### src/tcq_pkg.sv
// tcq_pkg: shared types and constants of the timer callout queue
// used by tcq_ctrl, tcq_datapath and timer_callout_queue
package tcq_pkg;

    localparam int SLOT_W  = 4;
    localparam int NSLOTS  = 16;
    localparam int TIME_W  = 64;
    localparam int FUNC_W  = 3;
    localparam int WMIN_W  = 20;
    localparam int WAIT_W  = 27;
    localparam int CFG_IDX_W = 1;

    localparam logic [WMIN_W-1:0] WAIT_MIN_RESET = WMIN_W'(50);
    localparam logic [WAIT_W-1:0] WAIT_MAX_RESET = WAIT_W'(50000);

    localparam logic [FUNC_W-1:0] FUNC_SCHED_AT    = 3'd0;
    localparam logic [FUNC_W-1:0] FUNC_SCHED_AFTER = 3'd1;
    localparam logic [FUNC_W-1:0] FUNC_CANCEL      = 3'd2;
    localparam logic [FUNC_W-1:0] FUNC_QUERY       = 3'd3;
    localparam logic [FUNC_W-1:0] FUNC_TICK        = 3'd4;

    localparam logic [CFG_IDX_W-1:0] CFG_WAIT_MIN = 1'd0;
    localparam logic [CFG_IDX_W-1:0] CFG_WAIT_MAX = 1'd1;

    typedef enum logic [3:0] {
        ST_IDLE,
        ST_DISPATCH,
        ST_REMOVE,
        ST_SET,
        ST_INSERT,
        ST_CLEAR,
        ST_TCHECK,
        ST_TEMIT,
        ST_POP,
        ST_FINISH,
        ST_OUT
    } tcq_state_t;

    typedef struct packed {
        logic in_ready;
        logic do_remove;
        logic sched_set;
        logic ins_step;
        logic slot_clear;
        logic pop;
        logic finish;
        logic emit;
        logic emit_last;
    } tcq_cmd_t;

    typedef struct packed {
        logic [FUNC_W-1:0] func;
        logic full;
        logic ins_done;
        logic fire_ok;
        logic have_hold;
        logic pop_periodic;
        logic out_free;
    } tcq_sts_t;

endpackage

### src/tcq_ctrl.sv
// tcq_ctrl: sequencer of the timer callout queue
// depends on tcq_pkg; drives tcq_datapath through tcq_cmd_t
module tcq_ctrl import tcq_pkg::*; (
    input  logic      aclk,
    input  logic      aresetn,
    input  logic      s_tvalid,
    input  tcq_sts_t  sts,
    output tcq_cmd_t  cmd
);

    tcq_state_t state_reg, state_next;

    always_ff @(posedge aclk) begin
        if (!aresetn) begin
            state_reg <= ST_IDLE;
        end else begin
            state_reg <= state_next;
        end
    end

    always_comb begin
        state_next = state_reg;
        cmd = '0;
        case (state_reg)
            ST_IDLE: begin
                cmd.in_ready = 1'b1;
                if (s_tvalid) begin
                    state_next = ST_DISPATCH;
                end
            end
            ST_DISPATCH: begin
                case (sts.func)
                    FUNC_SCHED_AT, FUNC_SCHED_AFTER, FUNC_CANCEL: state_next = ST_REMOVE;
                    FUNC_QUERY: state_next = ST_FINISH;
                    FUNC_TICK:  state_next = ST_TCHECK;
                    default:    state_next = ST_IDLE;
                endcase
            end
            ST_REMOVE: begin
                cmd.do_remove = 1'b1;
                state_next = (sts.func == FUNC_CANCEL) ? ST_CLEAR : ST_SET;
            end
            ST_SET: begin
                cmd.sched_set = 1'b1;
                state_next = sts.full ? ST_CLEAR : ST_INSERT;
            end
            ST_INSERT: begin
                cmd.ins_step = 1'b1;
                if (sts.ins_done) begin
                    state_next = (sts.func == FUNC_TICK) ? ST_TCHECK : ST_FINISH;
                end
            end
            ST_CLEAR: begin
                cmd.slot_clear = 1'b1;
                state_next = ST_FINISH;
            end
            ST_TCHECK: begin
                if (sts.fire_ok) begin
                    state_next = sts.have_hold ? ST_TEMIT : ST_POP;
                end else begin
                    state_next = ST_FINISH;
                end
            end
            ST_TEMIT: begin
                if (sts.out_free) begin
                    cmd.emit = 1'b1;
                    state_next = ST_POP;
                end
            end
            ST_POP: begin
                cmd.pop = 1'b1;
                state_next = sts.pop_periodic ? ST_INSERT : ST_TCHECK;
            end
            ST_FINISH: begin
                cmd.finish = 1'b1;
                state_next = ST_OUT;
            end
            ST_OUT: begin
                if (sts.out_free) begin
                    cmd.emit_last = 1'b1;
                    state_next = ST_IDLE;
                end
            end
            default: begin
                state_next = ST_IDLE;
            end
        endcase
    end

endmodule

### src/tcq_datapath.sv
// tcq_datapath: slot tables, ordered list, result hold and output register
// depends on tcq_pkg; commanded by tcq_ctrl
module tcq_datapath import tcq_pkg::*; #(
    parameter int ENTRIES   = 16,
    parameter int MAX_FIRES = 16
) (
    input  logic                  aclk,
    input  logic                  aresetn,
    input  tcq_cmd_t              cmd,
    output tcq_sts_t              sts,
    input  logic                  s_tvalid,
    input  logic [199:0]          s_tdata,
    input  logic [FUNC_W-1:0]     s_tuser,
    output logic                  m_tvalid,
    input  logic                  m_tready,
    output logic [103:0]          m_tdata,
    output logic                  m_tuser,
    output logic                  m_tlast,
    input  logic                  cfg_we,
    input  logic [CFG_IDX_W-1:0]  cfg_index,
    input  logic [WAIT_W-1:0]     cfg_data
);

    // a slot is in the list at most once, so more than NSLOTS cells never fill
    localparam int LDEPTH = (ENTRIES < NSLOTS) ? ENTRIES : NSLOTS;
    localparam int IW = $clog2(LDEPTH);
    localparam int CW = $clog2(LDEPTH + 1);
    localparam int NW = $clog2(MAX_FIRES + 1);

    logic [SLOT_W-1:0] order_reg [LDEPTH];
    logic [SLOT_W-1:0] order_next [LDEPTH];
    logic [CW-1:0]     count_reg, count_next;
    logic [CW-1:0]     p_reg;
    logic [NW-1:0]     n_reg;

    logic [TIME_W-1:0] dl_reg  [NSLOTS];
    logic [TIME_W-1:0] per_reg [NSLOTS];
    logic [NSLOTS-1:0] pend_reg;

    logic [FUNC_W-1:0] func_reg;
    logic [SLOT_W-1:0] cs_reg;
    logic [TIME_W-1:0] when_reg, per_in_reg, now_reg, key_reg;

    logic [WMIN_W-1:0] wmin_reg;
    logic [WAIT_W-1:0] wmax_reg;

    logic [SLOT_W-1:0] hold_slot_reg;
    logic              hold_fired_reg, hold_idle_reg;
    logic [TIME_W-1:0] hold_dl_reg;
    logic [WAIT_W-1:0] wait_reg;
    logic              more_reg;

    logic [SLOT_W-1:0] o_slot_reg;
    logic              o_fired_reg, o_idle_reg, o_more_reg, o_last_reg, o_valid_reg;
    logic [TIME_W-1:0] o_dl_reg;
    logic [WAIT_W-1:0] o_wait_reg;

    // single table read port: the scan cell, which is the head while p is zero
    logic [SLOT_W-1:0] rd_slot;
    logic [TIME_W-1:0] rd_dl, rd_per, sum_dl, sched_dl, gap;
    logic              head_due, full, ins_done;
    logic [IW-1:0]     ri;
    logic              ri_found;
    logic [WAIT_W-1:0] wait_calc;

    assign rd_slot = order_reg[p_reg[IW-1:0]];
    assign rd_dl   = dl_reg[rd_slot];
    assign rd_per  = per_reg[rd_slot];
    assign sum_dl  = rd_dl + rd_per;
    assign sched_dl = (func_reg == FUNC_SCHED_AT) ? when_reg : now_reg + when_reg;
    assign head_due = (count_reg != '0) && (rd_dl <= now_reg);
    assign full     = (count_reg == CW'(LDEPTH));
    assign ins_done = !((p_reg < count_reg) && !(key_reg < rd_dl));

    // first list position holding the current slot
    always_comb begin
        ri = '0;
        ri_found = 1'b0;
        for (int j = 0; j < LDEPTH; j++) begin
            if (!ri_found && (CW'(j) < count_reg) && (order_reg[j] == cs_reg)) begin
                ri = IW'(j);
                ri_found = 1'b1;
            end
        end
    end

    // clamped wait
    always_comb begin
        gap = (rd_dl > now_reg) ? rd_dl - now_reg : '0;
        if (count_reg == '0) begin
            wait_calc = wmax_reg;
        end else if (gap <= {{(TIME_W-WMIN_W){1'b0}}, wmin_reg}) begin
            wait_calc = {{(WAIT_W-WMIN_W){1'b0}}, wmin_reg};
        end else if (gap < {{(TIME_W-WAIT_W){1'b0}}, wmax_reg}) begin
            wait_calc = gap[WAIT_W-1:0];
        end else begin
            wait_calc = wmax_reg;
        end
    end

    // list cells: remove shifts down, insert shifts up
    always_comb begin
        for (int j = 0; j < LDEPTH; j++) begin
            order_next[j] = order_reg[j];
        end
        count_next = count_reg;
        if ((cmd.do_remove && pend_reg[cs_reg]) || cmd.pop) begin
            for (int j = 0; j < LDEPTH - 1; j++) begin
                if ((cmd.pop || IW'(j) >= ri) && (CW'(j + 1) < count_reg)) begin
                    order_next[j] = order_reg[j + 1];
                end
            end
            count_next = count_reg - CW'(1);
        end else if (cmd.ins_step && ins_done) begin
            for (int j = 0; j < LDEPTH; j++) begin
                if (CW'(j) == p_reg) begin
                    order_next[j] = cs_reg;
                end else if ((j > 0) && (CW'(j) > p_reg)) begin
                    order_next[j] = order_reg[(j > 0) ? j - 1 : 0];
                end
            end
            count_next = count_reg + CW'(1);
        end
    end

    always_ff @(posedge aclk) begin
        for (int j = 0; j < LDEPTH; j++) begin
            order_reg[j] <= order_next[j];
        end
    end

    always_ff @(posedge aclk) begin
        if (!aresetn) begin
            count_reg <= '0;
            p_reg     <= '0;
            n_reg     <= '0;
            pend_reg  <= '0;
            wmin_reg  <= WAIT_MIN_RESET;
            wmax_reg  <= WAIT_MAX_RESET;
            o_valid_reg <= 1'b0;
            for (int k = 0; k < NSLOTS; k++) begin
                dl_reg[k]  <= '0;
                per_reg[k] <= '0;
            end
        end else begin
            count_reg <= count_next;
            if (cfg_we) begin
                case (cfg_index)
                    CFG_WAIT_MIN: wmin_reg <= cfg_data[WMIN_W-1:0];
                    CFG_WAIT_MAX: wmax_reg <= cfg_data;
                    default: ;
                endcase
            end
            if (cmd.in_ready && s_tvalid) begin
                p_reg <= '0;
                n_reg <= '0;
            end
            if (cmd.ins_step) begin
                if (ins_done) begin
                    p_reg <= '0;
                    pend_reg[cs_reg] <= 1'b1;
                end else begin
                    p_reg <= p_reg + CW'(1);
                end
            end
            if (cmd.sched_set) begin
                dl_reg[cs_reg]  <= sched_dl;
                per_reg[cs_reg] <= per_in_reg;
            end
            if (cmd.slot_clear) begin
                pend_reg[cs_reg] <= 1'b0;
                dl_reg[cs_reg]   <= '0;
                per_reg[cs_reg]  <= '0;
            end
            if (cmd.pop) begin
                n_reg <= n_reg + NW'(1);
                if (rd_per != '0) begin
                    dl_reg[rd_slot] <= sum_dl;
                end else begin
                    dl_reg[rd_slot]   <= '0;
                    pend_reg[rd_slot] <= 1'b0;
                end
            end
            if (cmd.emit || cmd.emit_last) begin
                o_valid_reg <= 1'b1;
            end else if (m_tready) begin
                o_valid_reg <= 1'b0;
            end
        end
    end

    // payload registers
    always_ff @(posedge aclk) begin
        if (cmd.in_ready && s_tvalid) begin
            func_reg   <= s_tuser;
            cs_reg     <= s_tdata[3:0];
            when_reg   <= s_tdata[67:4];
            per_in_reg <= s_tdata[131:68];
            now_reg    <= s_tdata[195:132];
            hold_slot_reg  <= '0;
            hold_fired_reg <= 1'b0;
            hold_idle_reg  <= 1'b0;
            hold_dl_reg    <= '0;
        end
        if (cmd.sched_set) begin
            key_reg <= sched_dl;
        end
        if (cmd.pop) begin
            cs_reg         <= rd_slot;
            key_reg        <= sum_dl;
            hold_slot_reg  <= rd_slot;
            hold_fired_reg <= 1'b1;
            hold_idle_reg  <= (rd_per == '0);
            hold_dl_reg    <= rd_dl;
        end
        if (cmd.finish) begin
            wait_reg <= wait_calc;
            more_reg <= (n_reg == NW'(MAX_FIRES)) && head_due;
            if (func_reg != FUNC_TICK) begin
                hold_slot_reg  <= cs_reg;
                hold_fired_reg <= 1'b0;
                hold_idle_reg  <= !pend_reg[cs_reg];
                hold_dl_reg    <= '0;
            end
        end
        if (cmd.emit || cmd.emit_last) begin
            o_slot_reg  <= hold_slot_reg;
            o_fired_reg <= hold_fired_reg;
            o_idle_reg  <= hold_idle_reg;
            o_dl_reg    <= hold_dl_reg;
            o_wait_reg  <= cmd.emit_last ? wait_reg : '0;
            o_more_reg  <= cmd.emit_last && more_reg;
            o_last_reg  <= cmd.emit_last;
        end
    end

    assign sts.func         = func_reg;
    assign sts.full         = full;
    assign sts.ins_done     = ins_done;
    assign sts.fire_ok      = (n_reg < NW'(MAX_FIRES)) && head_due;
    assign sts.have_hold    = (n_reg != '0);
    assign sts.pop_periodic = (rd_per != '0);
    assign sts.out_free     = !o_valid_reg || m_tready;

    assign m_tvalid = o_valid_reg;
    assign m_tdata  = {7'd0, o_more_reg, o_wait_reg, o_dl_reg, o_idle_reg, o_slot_reg};
    assign m_tuser  = o_fired_reg;
    assign m_tlast  = o_last_reg;

endmodule

### src/timer_callout_queue.sv
// timer_callout_queue: top level of the deadline-ordered timer slot queue
// depends on tcq_pkg, tcq_ctrl and tcq_datapath
//
// Sixteen timer slots, each with a 64-bit deadline, a 64-bit period and a
// pending mark, kept in a list sorted by deadline (ties keep arrival order).
// One request at a time: a request is taken, worked on, and its last result is
// loaded into the output register before the next request is taken. A schedule
// removes the slot, sets its deadline and scans the list for the insert point
// (the insert scan compares one entry per cycle), or is dropped on a full
// list; cancel removes and clears the slot; query reports the slot; a tick
// pops due heads up to MAX_FIRES and re-inserts each periodic one; an unknown
// function gives no result. Results leave through an output register, so a
// stalled master side holds the sequencer only when a further result is due.
// No clearing pass is needed after reset.
module timer_callout_queue import tcq_pkg::*; #(
    parameter int ENTRIES   = 16,
    parameter int MAX_FIRES = 16
) (
    input  logic                 aclk,
    input  logic                 aresetn,
    // request channel
    input  logic                 s_tvalid,
    output logic                 s_tready,
    // slot[3:0], when_us[67:4], period_us[131:68], now_us[195:132], zero pad
    input  logic [199:0]         s_tdata,
    // func[2:0]
    input  logic [FUNC_W-1:0]    s_tuser,
    // result channel
    output logic                 m_tvalid,
    input  logic                 m_tready,
    // out_slot[3:0], idle_slot[4], fired_deadline[68:5], next_wait_us[95:69],
    // more_pending[96], zero pad
    output logic [103:0]         m_tdata,
    // fired[0]
    output logic                 m_tuser,
    output logic                 m_tlast,
    // configuration writes: 0 wait_min_us, 1 wait_max_us
    input  logic                 cfg_we,
    input  logic [CFG_IDX_W-1:0] cfg_index,
    input  logic [WAIT_W-1:0]    cfg_data
);

    tcq_cmd_t cmd;
    tcq_sts_t sts;

    // request taken only while the sequencer is waiting for one
    assign s_tready = cmd.in_ready;

    tcq_ctrl u_ctrl (
        .aclk     (aclk),
        .aresetn  (aresetn),
        .s_tvalid (s_tvalid),
        .sts      (sts),
        .cmd      (cmd)
    );

    tcq_datapath #(
        .ENTRIES   (ENTRIES),
        .MAX_FIRES (MAX_FIRES)
    ) u_dp (
        .aclk      (aclk),
        .aresetn   (aresetn),
        .cmd       (cmd),
        .sts       (sts),
        .s_tvalid  (s_tvalid),
        .s_tdata   (s_tdata),
        .s_tuser   (s_tuser),
        .m_tvalid  (m_tvalid),
        .m_tready  (m_tready),
        .m_tdata   (m_tdata),
        .m_tuser   (m_tuser),
        .m_tlast   (m_tlast),
        .cfg_we    (cfg_we),
        .cfg_index (cfg_index),
        .cfg_data  (cfg_data)
    );

endmodule
### config.mk
export PLATFORM = sky130hd
export DESIGN_NAME = timer_callout_queue
export DESIGN_NICKNAME = d
export VERILOG_FILES = /design/src/tcq_pkg.sv /design/src/tcq_ctrl.sv /design/src/tcq_datapath.sv /design/src/timer_callout_queue.sv
export SDC_FILE = /design/constraint.sdc
export NUM_CORES = 2
export LEC_CHECK = 0
export ABC_AREA = 1
export BUFFER_PORTS_ARGS = -buffer_cell sky130_fd_sc_hd__buf_2
export CORE_MARGIN = 10
export CORE_UTILIZATION = 30
export DETAILED_ROUTE_END_ITERATION = 6
export SLEW_MARGIN = 10
export SYNTH_ARGS = -nofsm -noshare
export SYNTH_HDL_FRONTEND = slang
export SYNTH_SLANG_ARGS = --single-unit
### constraint.sdc
create_clock -name aclk -period 29.3 [get_ports aclk]
set_clock_uncertainty 0.2 [all_clocks]
set_input_delay 4.395 -clock aclk [delete_from_list [all_inputs] [get_ports aclk]]
set_output_delay 4.395 -clock aclk [all_outputs]
set_load 0.005 [all_outputs]
Word-level counts from Yosys, hierarchy flattened --
Memories as Yosys holds them, arrays and structs flattened. A register that Yosys moved wholly into a read port is not among the register bits. Index checks and enable logic that the tools add are counted.
Storage, ports and cells: output and inout port bits 108, bits in registers 543, word-level logic and storage cells 444, memory bits (writable) 2112, memories kept 3
Memory list:
- u_dp.dl_reg | depth 16, width 64, rd ports 1, clocked after memory_dff 0, write ports 16, RTL line tcq_datapath.sv:36 | logic [TIME_W-1:0] dl_reg [NSLOTS];
- u_dp.per_reg | depth 16, width 64, rd ports 1, clocked after memory_dff 0, write ports 16, RTL line tcq_datapath.sv:37 | logic [TIME_W-1:0] per_reg [NSLOTS];
- u_dp.order_reg | depth 16, width 4, rd ports 17, clocked after memory_dff 1, write ports 16, RTL line tcq_datapath.sv:30 | logic [SLOT_W-1:0] order_reg [LDEPTH];
Cells by class: magnitude comparators 57, equality and inequality tests 52, mux-type cells 176, reduce and logical (&&, ||, !) cells 113, $add $sub $neg 7, bitwise logic cells 9
Operators with widths (number):
- $mux 64 | 15
- $mux 4 | 79
- $reduce_or 64->1 | 3
- $add 64x64->64 | 2
- $mux 16 | 7
- $mux 27 | 3
- $eq 4x4->1 | 16
- $gt 64x64->1 | 1
- $le 64x20->1 | 1
- $le 64x64->1 | 1
- $logic_not 64->1 | 1
- $lt 64x27->1 | 1
- $lt 64x64->1 | 1
- $reduce_bool 64->1 | 1
- $sub 64x64->64 | 1
- $mux 60 | 1
- $mux 1 | 58
- $logic_and 1x1->1 | 56
- $pmux 4 s11 | 1
- $eq 4x5->1 const A | 8
- $gt 4x5->1 const A | 8
- $lt 4x5->1 const A | 8
- $and 16x16->16 | 2
- $not 16->16 | 2
- 48 further kinds | 137

Logic depth before layout (Yosys ltp) --
An unclocked memory read counts as a cell.
depth in word-level cells 69, gate-level depth with buffers 55, gate-level depth less buffers 46

Hierarchy --
From an unflattened synthesis, not the netlist that was laid out.
Unflattened totals: cells, all modules 12997, area total of the unflattened synthesis 131128.3 µm²
Modules (own cells, without submodules):
- tcq_datapath | instances 1, area an instance 130636.5 µm², cells each 12892, sequential area each 78195.0 µm²
- tcq_ctrl | instances 1, area an instance 491.7 µm², cells each 105, sequential area each 80.1 µm²

Least setup slack after synthesis --
No wires, ideal clock.
kind input to register, start input port s_tvalid, end register u_dp.cs_reg[0] (enable), data arrival time 14.469 ns, setup slack 14.261 ns, stages 4, buffers on the path 0, cell sequence inv_1 -> nor2_1 -> nor2_1 -> inv_1
On the way: word-level cells in the longest chain between the ends 2
RTL lines:
- start: declaration | RTL line timer_callout_queue.sv:22 | input logic s_tvalid,
- $logic_and 1x1->1 | RTL line tcq_datapath.sv:194 | if (cmd.in_ready && s_tvalid) begin
- $reduce_bool 2->1 (no source line)
- end signal: assignment | RTL line tcq_datapath.sv:196 | cs_reg <= s_tdata[3:0];
- end signal: assignment | RTL line tcq_datapath.sv:209 | cs_reg <= rd_slot;
- end: declaration | RTL line tcq_datapath.sv:41 | logic [SLOT_W-1:0] cs_reg;
No other way between the ends. A chain may end at the register's enable or synchronous reset.

==> impl_metrics.json <==
{
  "status": "finished, final reports clean",
  "rsz0062_at_grt": "false",
  "synthSimpleGateAreaFrac_pct": 14.1,
  "met3_usage_pct": 4.30,
  "drv_cap": 0,
  "finalPower_mw": 12.4,
  "cpPeakStageDelay_ps": 870,
  "synth_xor_area_share_pct": 1.25,
  "peakVddDrop_uv": 55.2,
  "cts.sinks": 2659,
  "ant_nets": 0,
  "finalInstanceArea_um2": 149000,
  "worstPathMaxFanout": 108,
  "cp.arrival_ps": 13370,
  "hold_buffers": 0,
  "synth_fa_ha_area_share_pct": 3.00,
  "core_area_um2": 438000,
  "slew_headroom_pct": 5.19,
  "numCtsBuffers": 302,
  "placed_cells": 18200,
  "worst_hold_startpoint": "u_dp.hold_dl_reg[34]",
  "synth_area_leader_cell": "edfxtp_1",
  "p_leak_nw": 56.3,
  "drive_gt1_share_pct": 12.8,
  "grt_pass1_wl_um": 717000,
  "met1_usage_pct": 27.6,
  "n_fill_cell": 44200,
  "start_util_pct": 30.1,
  "finalCriticalPeriod_ps": 12980,
  "hpwl_um": 326000,
  "first_iter_violations": 13100,
  "num_vias": 103000,
  "timing.final.crit_share_pct": 44.3,
  "path_buf_inv": 11,
  "clockRootBuffer": "clkbuf_16",
  "avgSynthCellArea_um2": 10.4,
  "hold_violations": 0,
  "slew_violations": 0,
  "layout.cells.non_filler": 18800,
  "port-buffer-count": 332,
  "die_h_um": 683,
  "drt_wl_total_um": 511000,
  "regArea_um2": 78300,
  "grt_usage_pct": 20.7,
  "antenna_found_initial": 26,
  "finalSetupTns_ps": 0,
  "drcViolationCount": 0,
  "ys_ff_latch": 2659,
  "io_pins": 344,
  "syn_to_final_growth_pct": 12.7,
  "netlist_area_um2": 132000,
  "fin_nets": 13200,
  "required_ps": 29680,
  "post_cts_buffers": 0,
  "clk_pin_slew_ps": 60,
  "ys.flop_type": "edfxtp_1",
  "netlist.area_leader.share_pct": 56.9,
  "hold_class": "flip-flop to flip-flop",
  "cts_tree": "yes",
  "dieArea_um2": 467000,
  "synth_cell_types": 69,
  "dr.pass1.iters": 6,
  "synth_top_family_by_area": "compound AO/OA/AOI/OAI gates",
  "fmax_ghz": 0.0770,
  "place.gp.congestion": 1.01,
  "synthMuxAreaShare_pct": 0.00759,
  "synth_area_leaders": "edfxtp_1, a22oi_1, nand2_1",
  "synth_edf_count": 2502,
  "cts_resized": 0,
  "grt-busiest-layer": "met2",
  "cp-start-kind": "flip-flop",
  "holdWs_ps": 203,
  "syn-instance-count": 12700,
  "setup_ws_ps": 16320,
  "use_met2_pct": 31.7,
  "wl_per_cell_um": 27.3,
  "overflow": 0,
  "yosysWarningCount": 0,
  "synth.yosys.seq_area_share_pct": 59.3,
  "clock_path_buffers": 4,
  "grt_max_degree": 165,
  "crit_path_frequent_cell": "nand2_1",
  "place_area_um2": 139000,
  "multi_input_area_um2": 46800,
  "place_ws_ps": 16830,
  "viasPerCell": 5.49,
  "setup_viol_count_final": 0,
  "finalCoreUtilization_pct": 33.9,
  "critical_path_class": "flip-flop to flip-flop",
  "synthArstFlopShare_pct": 0,
  "synth-compound-area-share_pct": 16.7,
  "rows": 243,
  "grt_pass1_vias": 97200,
  "insertion_delay_ps": 990,
  "powerDensity_nw_per_um2": 83.6,
  "slowest_stage": "buf_4",
  "critPathTopFamily": "simple AND/OR/NAND/NOR gates",
  "tightest_slew_ps": 1410,
  "die_w_um": 683,
  "cts.htree.levels": 5,
  "cp-end-kind": "flip-flop"
}
[kinds of logic after synthesis]
kind of cell               after synthesis
AOI/OAI and AO/OA                     3392
xor gates and xnor gates               189
and+or+nand+nor                       4408
adders and majority gates              315
muxes                                    1
buffers and inverters                 1723
other                                    1
DFF                                   2659
[synth_stat cells (22+ instances only)]
cell type / instances
edfxtp_1: 2502
nand2_1: 2152
nor2_1: 1626
a22oi_1: 1080
a21oi_1: 1020
inv_1: 796
clkbuf_1: 587
o21ai_0: 497
a21oi_2: 461
ha_1: 312
nand3_1: 216
dfxtp_1: 157
nand4_1: 157
buf_1: 128
buf_2: 105
xor2_1: 105
xnor2_1: 84
a31oi_1: 74
nand3_4: 56
or2_2: 56
nor3_1: 55
o22ai_1: 54
buf_6: 41
buf_8: 37
nor4_1: 37
o211ai_1: 31
o21ai_1: 30
a21o_1: 22
[power breakdown]
| group | internal [mW] | switching [mW] | leakage, nW |
|---|---|---|---|
| Combinational | 0.854 | 2.96 | 25.0 |
| Sequential | 4.49 | 0.278 | 26.7 |
| Clock | 2.21 | 1.62 | 4.74 |
| Total | 7.56 | 4.86 | 56.3 |
[worst register-to-register path, delay by kind of cell (launching register included)]
| family | cells | cell delay [ps] |
|---|---|---|
| AND/OR/NAND/NOR | 24 | 4950 |
| adder cells (fa/ha/maj) | 2 | 740 |
| AO/OA/AOI/OAI | 9 | 1370 |
| flip-flops | 1 | 300 |
| buffers and inverters | 11 | 5070 |
[final timing paths]
kind	to	slack [ps]	cells past startpoint
worst min register to register	u_dp.o_dl_reg[34]	200	0
worst max-delay path	u_dp.wait_reg[23]	16320	46
worst max register to register	u_dp.wait_reg[23]	16320	46
worst min-delay path	u_dp.o_dl_reg[34]	200	0
[placed cells by master (no fill, tap or decap), types with 25 or more instances in the layout]
master	instances
o22ai_1	54
nor2_1	1618
nor4_1	37
xnor2_1	84
o21ai_1	30
clkbuf_1	71
o211ai_1	31
edfxtp_1	2502
a31oi_1	74
nand3_1	216
diode_2	25
or2_2	56
ha_1	312
clkbuf_16	308
buf_4	197
clkinv_1	56
nand2_4	51
a21oi_1	1020
nand2_1	2102
nand4_1	157
xor2_1	105
bufinv_16	29
dfxtp_1	157
nor3_1	55
clkinv_2	47
a22oi_1	1080
inv_1	776
buf_2	331
o21ai_0	497
nand3_4	56
a21oi_2	461
[metal layers]
metal,share of wire [%],up-vias
met4,6.0,24
met3,10,1061
met2,44,5738
met5,0.031,-
met1,40,51100
li1,-,45100
[area by class of cell]
cell class / instances / share of cell area [%]
Clock inverter: 156 / 1.17
Sequential cell: 2659 / 52.6
Timing Repair Buffer: 537 / 2.23
Clock buffer: 385 / 5.42
Antenna cell: 25 / 0.0421
Inverter: 808 / 2.08
Tap cell: 5880 / 4.95
Multi-Input combinational cell: 8312 / 31.5
(Power assumes the default switching activity.)
